**config.mk**
```make
export PLATFORM = sky130hd
export DESIGN_NAME = go_back_n_sender_unit_flat
export DESIGN_NICKNAME = d
export VERILOG_FILES = /design/src/rtl/core/gbn_pkg.sv /design/src/rtl/core/gbn_item_if.sv /design/src/rtl/core/gbn_result_if.sv /design/src/rtl/core/gbn_ctrl.sv /design/src/rtl/core/gbn_dp.sv /design/src/rtl/core/go_back_n_sender_unit.sv /design/src/flat_wrapper.sv
export SDC_FILE = /design/constraint.sdc
export NUM_CORES = 1
export LEC_CHECK = 0
export BUFFER_PORTS_ARGS = -buffer_cell sky130_fd_sc_hd__buf_2
export CORE_MARGIN = 1
export CORE_UTILIZATION = 31
export CTS_CLUSTER_SIZE = 24
export DETAILED_ROUTE_END_ITERATION = 16
export GPL_TIMING_DRIVEN = 0
export MAX_ROUTING_LAYER = met4
export PLACE_DENSITY = 0.49
export REMOVE_ABC_BUFFERS = 1
export SYNTH_ARGS = -nofsm -noshare
export SYNTH_HDL_FRONTEND = slang
export SYNTH_HIERARCHICAL = 1
export SYNTH_SLANG_ARGS = --single-unit
```
**constraint.sdc**
```tcl
create_clock -name clk -period 9.64 [get_ports clk]
set_clock_uncertainty 0.1 [all_clocks]
set_input_delay 1.446 -clock clk [delete_from_list [all_inputs] [get_ports clk]]
set_output_delay 1.446 -clock clk [all_outputs]
set_load 0.03 [all_outputs]
```
**src/rtl/core/gbn_pkg.sv**
```systemverilog
package gbn_pkg;

    localparam int SEQ_W     = 3;
    localparam int SEQ_SPACE = 8;
    localparam int STATUS_W  = 3;
    localparam int KIND_W    = 2;
    localparam int APB_ADDR_W = 3;
    localparam int APB_DATA_W = 32;

    localparam logic [SEQ_W-1:0]      WIN_MAX      = SEQ_W'(SEQ_SPACE - 1);
    localparam logic [SEQ_W-1:0]      WINDOW_RESET = SEQ_W'(4);
    localparam logic [APB_ADDR_W-1:0] ADDR_WINDOW  = APB_ADDR_W'(0);

    typedef logic [SEQ_W-1:0] seq_t;

    typedef enum logic [KIND_W-1:0] {
        KIND_SEND    = 2'd0,
        KIND_ACK     = 2'd1,
        KIND_TIMEOUT = 2'd2,
        KIND_NONE    = 2'd3
    } kind_t;

    typedef enum logic [STATUS_W-1:0] {
        ST_SENT        = 3'd0,
        ST_REFUSED     = 3'd1,
        ST_ACK_TAKEN   = 3'd2,
        ST_ACK_CORRUPT = 3'd3,
        ST_ACK_OUTSIDE = 3'd4,
        ST_RETX        = 3'd5
    } status_t;

    typedef enum logic [1:0] {
        S_IDLE,
        S_READ,
        S_EMIT
    } state_t;

    typedef enum logic [2:0] {
        OP_NONE,
        OP_SEND,
        OP_ACK,
        OP_TO_EMPTY,
        OP_TO_BEGIN,
        OP_READ,
        OP_RETX
    } op_t;

    typedef struct packed {
        logic in_ready;
        op_t  op;
    } ctrl_cmd_t;

    typedef struct packed {
        logic  in_valid;
        kind_t kind;
        logic  window_empty;
        logic  out_free;
        logic  retx_last;
    } dp_stat_t;

    typedef struct packed {
        status_t status;
        logic    packet_valid;
        seq_t    packet_seq;
        logic    timer_stop;
        seq_t    timer_stop_seq;
        logic    timer_start;
        seq_t    timer_start_seq;
        logic    last;
        seq_t    window_count;
    } rsp_info_t;

endpackage

```
**src/rtl/core/gbn_item_if.sv**
```systemverilog
interface gbn_item_if
    import gbn_pkg::*;
#(
    parameter int PAYLOAD_BITS = 64
);
    logic                    valid;
    logic                    ready;
    logic [KIND_W-1:0]       kind;
    logic [PAYLOAD_BITS-1:0] payload;
    logic [SEQ_W-1:0]        ack_num;
    logic                    checksum_ok;
    logic [SEQ_W-1:0]        timeout_seq;

    modport source (
        output valid, kind, payload, ack_num, checksum_ok, timeout_seq,
        input  ready
    );

    modport sink (
        input  valid, kind, payload, ack_num, checksum_ok, timeout_seq,
        output ready
    );
endinterface

```
**src/rtl/core/gbn_result_if.sv**
```systemverilog
interface gbn_result_if
    import gbn_pkg::*;
#(
    parameter int PAYLOAD_BITS = 64
);
    logic                    valid;
    logic                    ready;
    logic [STATUS_W-1:0]     status;
    logic                    packet_valid;
    logic [SEQ_W-1:0]        packet_seq;
    logic [PAYLOAD_BITS-1:0] packet_payload;
    logic                    timer_stop;
    logic [SEQ_W-1:0]        timer_stop_seq;
    logic                    timer_start;
    logic [SEQ_W-1:0]        timer_start_seq;
    logic                    last;
    logic [SEQ_W-1:0]        window_count;

    modport source (
        output valid, status, packet_valid, packet_seq, packet_payload, timer_stop,
               timer_stop_seq, timer_start, timer_start_seq, last, window_count,
        input  ready
    );

    modport sink (
        input  valid, status, packet_valid, packet_seq, packet_payload, timer_stop,
               timer_stop_seq, timer_start, timer_start_seq, last, window_count,
        output ready
    );
endinterface

```
**src/rtl/core/gbn_ctrl.sv**
```systemverilog
module gbn_ctrl
    import gbn_pkg::*;
(
    input  logic      clk,
    input  logic      rst_n,
    input  dp_stat_t  stat,
    output ctrl_cmd_t cmd
);

    state_t state_reg;
    state_t state_next;

    always_ff @(posedge clk or negedge rst_n)
    begin
        if (!rst_n)
        begin
            state_reg <= S_IDLE;
        end
        else
        begin
            state_reg <= state_next;
        end
    end

    always_comb
    begin
        state_next = state_reg;
        case (state_reg)
            S_IDLE:
            begin
                if (stat.in_valid && stat.out_free && stat.kind == KIND_TIMEOUT
                    && !stat.window_empty)
                begin
                    state_next = S_READ;
                end
            end
            S_READ:
            begin
                state_next = S_EMIT;
            end
            S_EMIT:
            begin
                if (stat.out_free)
                begin
                    state_next = stat.retx_last ? S_IDLE : S_READ;
                end
            end
            default:
            begin
                state_next = S_IDLE;
            end
        endcase
    end

    always_comb
    begin
        cmd.in_ready = 1'b0;
        cmd.op       = OP_NONE;
        case (state_reg)
            S_IDLE:
            begin
                cmd.in_ready = stat.out_free;
                if (stat.in_valid && stat.out_free)
                begin
                    case (stat.kind)
                        KIND_SEND:    cmd.op = OP_SEND;
                        KIND_ACK:     cmd.op = OP_ACK;
                        KIND_TIMEOUT: cmd.op = stat.window_empty ? OP_TO_EMPTY : OP_TO_BEGIN;
                        default:      cmd.op = OP_NONE;
                    endcase
                end
            end
            S_READ:
            begin
                cmd.op = OP_READ;
            end
            S_EMIT:
            begin
                cmd.op = stat.out_free ? OP_RETX : OP_NONE;
            end
            default:
            begin
                cmd.op = OP_NONE;
            end
        endcase
    end

    // A read is always followed by the load of the data it fetched.
    assert property (@(posedge clk) disable iff (!rst_n)
        (cmd.op == OP_READ) |=> (state_reg == S_EMIT))
        else $error("read not followed by emit state");

    assert property (@(posedge clk) disable iff (!rst_n)
        (state_reg != S_IDLE) |-> !cmd.in_ready)
        else $error("input taken during retransmission");

    assert property (@(posedge clk) disable iff (!rst_n)
        (cmd.op == OP_TO_BEGIN) |=> (state_reg == S_READ))
        else $error("retransmission did not start");

endmodule

```
**src/rtl/core/gbn_dp.sv**
```systemverilog
module gbn_dp
    import gbn_pkg::*;
#(
    parameter int PAYLOAD_BITS = 64
)(
    input  logic        clk,
    input  logic        rst_n,
    input  seq_t        window_len,
    input  ctrl_cmd_t   cmd,
    output dp_stat_t    stat,
    gbn_item_if.sink    item,
    gbn_result_if.source result
);

    seq_t base_seq_reg, base_seq_next;
    seq_t next_seq_reg, next_seq_next;
    seq_t outstanding_reg, outstanding_next;
    seq_t cnt_reg, cnt_next;
    seq_t tseq_reg, tseq_next;
    logic out_valid_reg;
    rsp_info_t info_reg, info_next;
    logic [PAYLOAD_BITS-1:0] pay_reg, pay_next;
    logic [PAYLOAD_BITS-1:0] rdata_reg;
    logic [PAYLOAD_BITS-1:0] store [SEQ_SPACE];

    seq_t win_eff;
    seq_t ack_off;
    seq_t rd_addr;
    logic out_free;
    logic retx_last;
    logic full;
    logic mem_we;
    logic load;

    assign win_eff   = (window_len > WIN_MAX) ? WIN_MAX : window_len;
    assign full      = (outstanding_reg >= win_eff);
    assign ack_off   = item.ack_num - base_seq_reg;
    assign rd_addr   = base_seq_reg + cnt_reg;
    assign retx_last = (cnt_reg + SEQ_W'(1)) == outstanding_reg;
    assign out_free  = !out_valid_reg || result.ready;
    assign mem_we    = (cmd.op == OP_SEND) && !full;
    assign load      = (cmd.op == OP_SEND) || (cmd.op == OP_ACK) ||
                       (cmd.op == OP_TO_EMPTY) || (cmd.op == OP_RETX);

    assign stat.in_valid     = item.valid;
    assign stat.kind         = kind_t'(item.kind);
    assign stat.window_empty = (outstanding_reg == '0);
    assign stat.out_free     = out_free;
    assign stat.retx_last    = retx_last;

    assign item.ready = cmd.in_ready;

    always_comb
    begin
        base_seq_next    = base_seq_reg;
        next_seq_next    = next_seq_reg;
        outstanding_next = outstanding_reg;
        cnt_next         = cnt_reg;
        tseq_next        = tseq_reg;
        info_next        = info_reg;
        pay_next         = pay_reg;
        if (load)
        begin
            info_next = '0;
            pay_next  = '0;
        end
        case (cmd.op)
            OP_SEND:
            begin
                if (full)
                begin
                    info_next.status = ST_REFUSED;
                end
                else
                begin
                    next_seq_next             = next_seq_reg + SEQ_W'(1);
                    outstanding_next          = outstanding_reg + SEQ_W'(1);
                    info_next.status          = ST_SENT;
                    info_next.packet_valid    = 1'b1;
                    info_next.packet_seq      = next_seq_reg;
                    pay_next                  = item.payload;
                    info_next.timer_start     = (outstanding_reg == '0);
                    info_next.timer_start_seq = (outstanding_reg == '0) ? next_seq_reg : '0;
                end
            end
            OP_ACK:
            begin
                if (!item.checksum_ok)
                begin
                    info_next.status = ST_ACK_CORRUPT;
                end
                else if (ack_off >= outstanding_reg)
                begin
                    info_next.status = ST_ACK_OUTSIDE;
                end
                else
                begin
                    base_seq_next            = item.ack_num + SEQ_W'(1);
                    outstanding_next         = outstanding_reg - ack_off - SEQ_W'(1);
                    info_next.status         = ST_ACK_TAKEN;
                    info_next.timer_stop     = 1'b1;
                    info_next.timer_stop_seq = base_seq_reg;
                    info_next.timer_start    = (outstanding_next != '0);
                    info_next.timer_start_seq =
                        (outstanding_next != '0) ? base_seq_next : '0;
                end
            end
            OP_TO_EMPTY:
            begin
                info_next.status          = ST_RETX;
                info_next.timer_stop      = 1'b1;
                info_next.timer_stop_seq  = item.timeout_seq;
                info_next.timer_start     = 1'b1;
                info_next.timer_start_seq = item.timeout_seq;
            end
            OP_TO_BEGIN:
            begin
                tseq_next = item.timeout_seq;
                cnt_next  = '0;
            end
            OP_RETX:
            begin
                info_next.status          = ST_RETX;
                info_next.packet_valid    = 1'b1;
                info_next.packet_seq      = rd_addr;
                pay_next                  = rdata_reg;
                info_next.timer_stop      = (cnt_reg == '0);
                info_next.timer_stop_seq  = (cnt_reg == '0) ? tseq_reg : '0;
                info_next.timer_start     = (cnt_reg == '0);
                info_next.timer_start_seq = (cnt_reg == '0) ? tseq_reg : '0;
                cnt_next                  = cnt_reg + SEQ_W'(1);
            end
            default:
            begin
            end
        endcase
        if (load)
        begin
            info_next.last         = (cmd.op == OP_RETX) ? retx_last : 1'b1;
            info_next.window_count = outstanding_next;
        end
    end

    always_ff @(posedge clk or negedge rst_n)
    begin
        if (!rst_n)
        begin
            base_seq_reg    <= '0;
            next_seq_reg    <= '0;
            outstanding_reg <= '0;
            cnt_reg         <= '0;
            out_valid_reg   <= 1'b0;
        end
        else
        begin
            base_seq_reg    <= base_seq_next;
            next_seq_reg    <= next_seq_next;
            outstanding_reg <= outstanding_next;
            cnt_reg         <= cnt_next;
            if (load)
            begin
                out_valid_reg <= 1'b1;
            end
            else if (result.ready)
            begin
                out_valid_reg <= 1'b0;
            end
        end
    end

    always_ff @(posedge clk)
    begin
        tseq_reg <= tseq_next;
        info_reg <= info_next;
        pay_reg  <= pay_next;
    end

    always_ff @(posedge clk)
    begin
        if (mem_we)
        begin
            store[next_seq_reg] <= item.payload;
        end
        if (cmd.op == OP_READ)
        begin
            rdata_reg <= store[rd_addr];
        end
    end

    assign result.valid           = out_valid_reg;
    assign result.status          = info_reg.status;
    assign result.packet_valid    = info_reg.packet_valid;
    assign result.packet_seq      = info_reg.packet_seq;
    assign result.packet_payload  = pay_reg;
    assign result.timer_stop      = info_reg.timer_stop;
    assign result.timer_stop_seq  = info_reg.timer_stop_seq;
    assign result.timer_start     = info_reg.timer_start;
    assign result.timer_start_seq = info_reg.timer_start_seq;
    assign result.last            = info_reg.last;
    assign result.window_count    = info_reg.window_count;

    assert property (@(posedge clk) disable iff (!rst_n)
        mem_we |=> (outstanding_reg == $past(outstanding_reg) + SEQ_W'(1)))
        else $error("accepted send did not grow the window");

    // The last retransmitted packet is the newest one in the window.
    assert property (@(posedge clk) disable iff (!rst_n)
        (cmd.op == OP_RETX && retx_last) |-> (rd_addr + SEQ_W'(1) == next_seq_reg))
        else $error("retransmission ended away from the window edge");

    assert property (@(posedge clk) disable iff (!rst_n)
        load |-> out_free)
        else $error("result overwritten before transfer");

    assert property (@(posedge clk) disable iff (!rst_n)
        (outstanding_reg == '0) |-> (base_seq_reg == next_seq_reg))
        else $error("empty window with base and next apart");

endmodule

```
**src/rtl/core/go_back_n_sender_unit.sv**
```systemverilog
// Sends, acknowledgements and timeouts with an empty window give one result, registered at
// the transfer edge and shown from the next cycle; one such item is taken per cycle unless
// the result is stalled. A timeout with N packets outstanding gives N results, each a packet
// store read then the output load, and no new item is taken until the last one is loaded.
// Reset clears the window, both sequence numbers and sets window_len to 4.
// The packet store is not cleared by reset.
module go_back_n_sender_unit
    import gbn_pkg::*;
#(
    parameter int PAYLOAD_BITS = 64
)(
    input  logic                  clk,
    input  logic                  rst_n,
    input  logic                  psel,
    input  logic                  penable,
    input  logic                  pwrite,
    input  logic [APB_ADDR_W-1:0] paddr,
    input  logic [APB_DATA_W-1:0] pwdata,
    output logic [APB_DATA_W-1:0] prdata,
    output logic                  pready,
    gbn_item_if.sink              item,
    gbn_result_if.source          result
);

    seq_t      window_len_reg;
    ctrl_cmd_t cmd;
    dp_stat_t  stat;

    assign pready = 1'b1;
    assign prdata = (paddr == ADDR_WINDOW) ? APB_DATA_W'(window_len_reg) : '0;

    always_ff @(posedge clk or negedge rst_n)
    begin
        if (!rst_n)
        begin
            window_len_reg <= WINDOW_RESET;
        end
        else if (psel && penable && pwrite && pready && paddr == ADDR_WINDOW)
        begin
            window_len_reg <= pwdata[SEQ_W-1:0];
        end
    end

    gbn_ctrl u_ctrl (
        .clk   (clk),
        .rst_n (rst_n),
        .stat  (stat),
        .cmd   (cmd)
    );

    gbn_dp #(
        .PAYLOAD_BITS (PAYLOAD_BITS)
    ) u_dp (
        .clk        (clk),
        .rst_n      (rst_n),
        .window_len (window_len_reg),
        .cmd        (cmd),
        .stat       (stat),
        .item       (item),
        .result     (result)
    );

endmodule
```
**src/flat_wrapper.sv**
```systemverilog
// flat-port wrapper written by rule: the top's interface ports become plain ports
module go_back_n_sender_unit_flat import gbn_pkg::*;
#(
    parameter int PAYLOAD_BITS = 64
)
  (clk, rst_n, psel, penable, pwrite, paddr, pwdata, prdata, pready, item_valid, item_kind, item_payload, item_ack_num, item_checksum_ok, item_timeout_seq, item_ready, result_valid, result_status, result_packet_valid, result_packet_seq, result_packet_payload, result_timer_stop, result_timer_stop_seq, result_timer_start, result_timer_start_seq, result_last, result_window_count, result_ready);
  gbn_item_if #(.PAYLOAD_BITS(PAYLOAD_BITS)) item_i ();
  gbn_result_if #(.PAYLOAD_BITS(PAYLOAD_BITS)) result_i ();
  input  logic clk;
  input  logic rst_n;
  input  logic psel;
  input  logic penable;
  input  logic pwrite;
  input  logic [APB_ADDR_W-1:0] paddr;
  input  logic [APB_DATA_W-1:0] pwdata;
  output logic [APB_DATA_W-1:0] prdata;
  output logic pready;
  input wire logic [$bits(item_i.valid)-1:0] item_valid;
  input wire logic [$bits(item_i.kind)-1:0] item_kind;
  input wire logic [$bits(item_i.payload)-1:0] item_payload;
  input wire logic [$bits(item_i.ack_num)-1:0] item_ack_num;
  input wire logic [$bits(item_i.checksum_ok)-1:0] item_checksum_ok;
  input wire logic [$bits(item_i.timeout_seq)-1:0] item_timeout_seq;
  output wire logic [$bits(item_i.ready)-1:0] item_ready;
  output wire logic [$bits(result_i.valid)-1:0] result_valid;
  output wire logic [$bits(result_i.status)-1:0] result_status;
  output wire logic [$bits(result_i.packet_valid)-1:0] result_packet_valid;
  output wire logic [$bits(result_i.packet_seq)-1:0] result_packet_seq;
  output wire logic [$bits(result_i.packet_payload)-1:0] result_packet_payload;
  output wire logic [$bits(result_i.timer_stop)-1:0] result_timer_stop;
  output wire logic [$bits(result_i.timer_stop_seq)-1:0] result_timer_stop_seq;
  output wire logic [$bits(result_i.timer_start)-1:0] result_timer_start;
  output wire logic [$bits(result_i.timer_start_seq)-1:0] result_timer_start_seq;
  output wire logic [$bits(result_i.last)-1:0] result_last;
  output wire logic [$bits(result_i.window_count)-1:0] result_window_count;
  input wire logic [$bits(result_i.ready)-1:0] result_ready;
  assign item_i.valid = item_valid;
  assign item_i.kind = item_kind;
  assign item_i.payload = item_payload;
  assign item_i.ack_num = item_ack_num;
  assign item_i.checksum_ok = item_checksum_ok;
  assign item_i.timeout_seq = item_timeout_seq;
  assign item_ready = item_i.ready;
  assign result_valid = result_i.valid;
  assign result_status = result_i.status;
  assign result_packet_valid = result_i.packet_valid;
  assign result_packet_seq = result_i.packet_seq;
  assign result_packet_payload = result_i.packet_payload;
  assign result_timer_stop = result_i.timer_stop;
  assign result_timer_stop_seq = result_i.timer_stop_seq;
  assign result_timer_start = result_i.timer_start;
  assign result_timer_start_seq = result_i.timer_start_seq;
  assign result_last = result_i.last;
  assign result_window_count = result_i.window_count;
  assign result_i.ready = result_ready;
  go_back_n_sender_unit #(.PAYLOAD_BITS(PAYLOAD_BITS)) u_core (.clk(clk), .rst_n(rst_n), .psel(psel), .penable(penable), .pwrite(pwrite), .paddr(paddr), .pwdata(pwdata), .prdata(prdata), .pready(pready), .item(item_i), .result(result_i));
endmodule
```
==> flow_summary.toml <==
[placed_design]
post_dp_cell_area_sq_um = 32710
post-place-ws_ns = 3.662
dp.cells = 3404
gp_congestion = 0.7531
port_buffers = 173
dpl.hpwl_mm = 51.65

[logic_synthesis]
syn_area_sq_um = 29320
ys_seq_elements = 680
yosys_most_used_dff = "edfxtp_1"
async_flop_share = 0.02647
syn_inst = 2048
yosysSeqAreaShare = 0.6675
yosysUniqueCellTypes = 62
yosysWarnings = 6
synth_edf_count = 586
syn_avg_cell_area_sq_um = 14.32

[critical_path]
path_class = "reg -> reg"
cp_max_fo = 12
arrival_ns = 5.68
critical_path_required_ns = 9.85
startpoint_type = "flip-flop"
crit_path_end_kind = "flip-flop"

[floorplanning]
fp.dieH_um = 309.5
initial_core_util = 0.3137
core_region_area_sq_um = 93470
rows = 112
dieArea_sq_um = 95810
die_w_um = 309.5
io_pins = 233

[layout]
final_nets = 2363
finalNonFillerCells = 3553
final_common_cell = "edfxtp_1"
layout_common_cells = "edfxtp_1 (586), o21ai_0 (201), buf_2 (173)"
fin_util = 0.3774
layout-drive-gt1-share = 0.2160
fin_area_sq_um = 35280
largest_reg_flops = 512
area_growth_pct = 20.32

[global_route]
antenna_found_initial = 7
grt_pass1_vias = 18707
track_usage = 0.1704
grt_max_degree = 110
overflow = 0
grt_pass1_wl_mm = 119.3

[route]
drt_wl_total_mm = 79.58
detail-route-antenna-nets = 0
drt-wirelength-per-cell_um = 22.40
post_drt_via_cell_ratio = 5.249
drt_iter0_drc = 1390
firstDrtPassIters = 7
via_count = 18649
route.detailed.drc = 0

[clock_tree]
h-tree-depth = 3
cts-buffers-inserted = 79
clock_latency_ns = 0.62
clkSlewWorstSetupHoldPaths_ns = 0.06
clock_path_buffers = 3
clkSinkCount = 680
cts_tree = "done"
post_cts_resized = 0
cts-root-buf = "clkbuf_16"
cts_hold_buf = 0
post_cts_buffers = 0

[run_status]
status = "complete, no violations"

[sta]
totalNegativeSetupSlack_ns = 0
fin_hold_ws_ns = 0.3466
max-slew-margin-rel = 0.3479
drv_slew = 0
worst-slew-pin-transition_ns = 0.9782
timing.fmax_mhz = 182.8
layout_min_cycle_time_ns = 5.469
finalWorstSetupSlack_ns = 4.171
rsz0062_at_grt = "no"
finalCritPeriodShare = 0.5673
setup_viol = 0
hold_viol = 0

[pwr]
finalPower_mw = 10.86
vdd_drop_max_v = 0.0002561
p_per_area_nw_per_um2 = 308.0
p_leak_nw = 12.66

[min_path]
hold_path.class = "reg -> reg"

[job]
max_cap_violations = 0
-- report_power, final --
part	switching, mW	total (mW)	leakage [nW]	internal, mW
Sequential	0.170	3.82	6.13	3.65
Combinational	2.53	4.11	5.29	1.58
Clock	1.19	2.93	1.24	1.75
Total	3.88	10.9	12.7	6.98
-- critical path, stage by stage, from the launching register on --
cell and delay, ns:
dfrtp_1 0.45, inv_1 0.16, ha_1 0.17, nor2b_1 0.43
and2b_1 0.25, o31ai_2 0.64, nand2b_1 0.30, a311oi_4 0.66
buf_8 0.24, buf_16 0.16, nand2_1 0.19, nor3b_2 0.63
buf_6 0.26, buf_8 0.16, buf_6 0.16, buf_6 0.16
-- cell type report --
cell class                 instances  area, sq um
multi-input combinational       1097         8710
fill                            8729        58190
inverter                          83        311.5
tap                             1254         1569
clock buffer                     112         2183
clock inverter                    30        361.6
timing repair buffer             290         2549
antenna                            7        17.52
sequential                       680        19570
-- worst paths after layout --
| kind | slack (ns) | cells past startpoint | start | endpoint |
|---|---|---|---|---|
| max | 4.17 | 15 | u_core/u_dp/outstanding_reg[1] | u_core/u_dp/store[6][50] |
| min | 0.35 | 2 | u_core/u_dp/result.timer_stop_seq[2] | u_core/u_dp/result.timer_stop_seq[2] |
| max reg2reg | 4.17 | 15 | u_core/u_dp/outstanding_reg[1] | u_core/u_dp/store[6][50] |
| min reg2reg | 0.35 | 2 | u_core/u_dp/result.timer_stop_seq[2] | u_core/u_dp/result.timer_stop_seq[2] |
| max in group asynchronous | 8.40 | 1 | rst_n | u_core/u_dp/cnt_reg[2] |
| min in group asynchronous | 0.67 | 1 | rst_n | u_core/window_len_reg[0] |
-- cells in the mapped netlist, types with 7 or more instances --
cell      number  area, sq um
a21oi_1       10        50.05
a222oi_1      69        690.7
and3b_1      126         1104
buf_1          9        33.78
buf_2         12        60.06
buf_4         36        270.3
clkbuf_1     158        593.1
dfrtp_1       17        425.4
dfxtp_1       76         1521
edfxtp_1     586        17600
ha_1          14        175.2
inv_1         83        311.6
mux4_2        63         1419
nand2_1       93        349.1
nand2b_1      11        68.82
nand3_1        7        35.03
nor2_1        14        52.55
nor3b_1      130        975.9
nor4_1        64        400.4
nor4b_1       65        569.3
o211ai_1      69        518.0
o21ai_0      201         1006
or3_1         64        400.4
xnor2_1        9        78.83
-- metal layers --
layer | vias up | part of all wire | track usage
met3 | 98 | 0.056 | 0.02903
met1 | 9654 | 0.46 | 0.2284
met5 | - | 0 | -
met2 | 495 | 0.47 | 0.2680
li1 | 8402 | - | -
met4 | 0 | 0.015 | 0.04225
-- cells by family (layout without fill, tap and decap cells) --
logic type | count (synthesis) | after routing | share of synthesized area
flip-flops | 680 | 680 | 0.6675
AND/OR/NAND/NOR | 596 | 596 | 0.1408
AO/OA/AOI/OAI | 374 | 374 | 0.08510
buffers and inverters | 299 | 515 | 0.04366
multiplexers | 67 | 67 | 0.05027
adder cells (fa/ha/maj) | 17 | 17 | 0.008023
XOR/XNOR | 13 | 13 | 0.004353
other | 2 | 37 | 0.0002562
No activity file was read; power rests on OpenSTA's default activity.
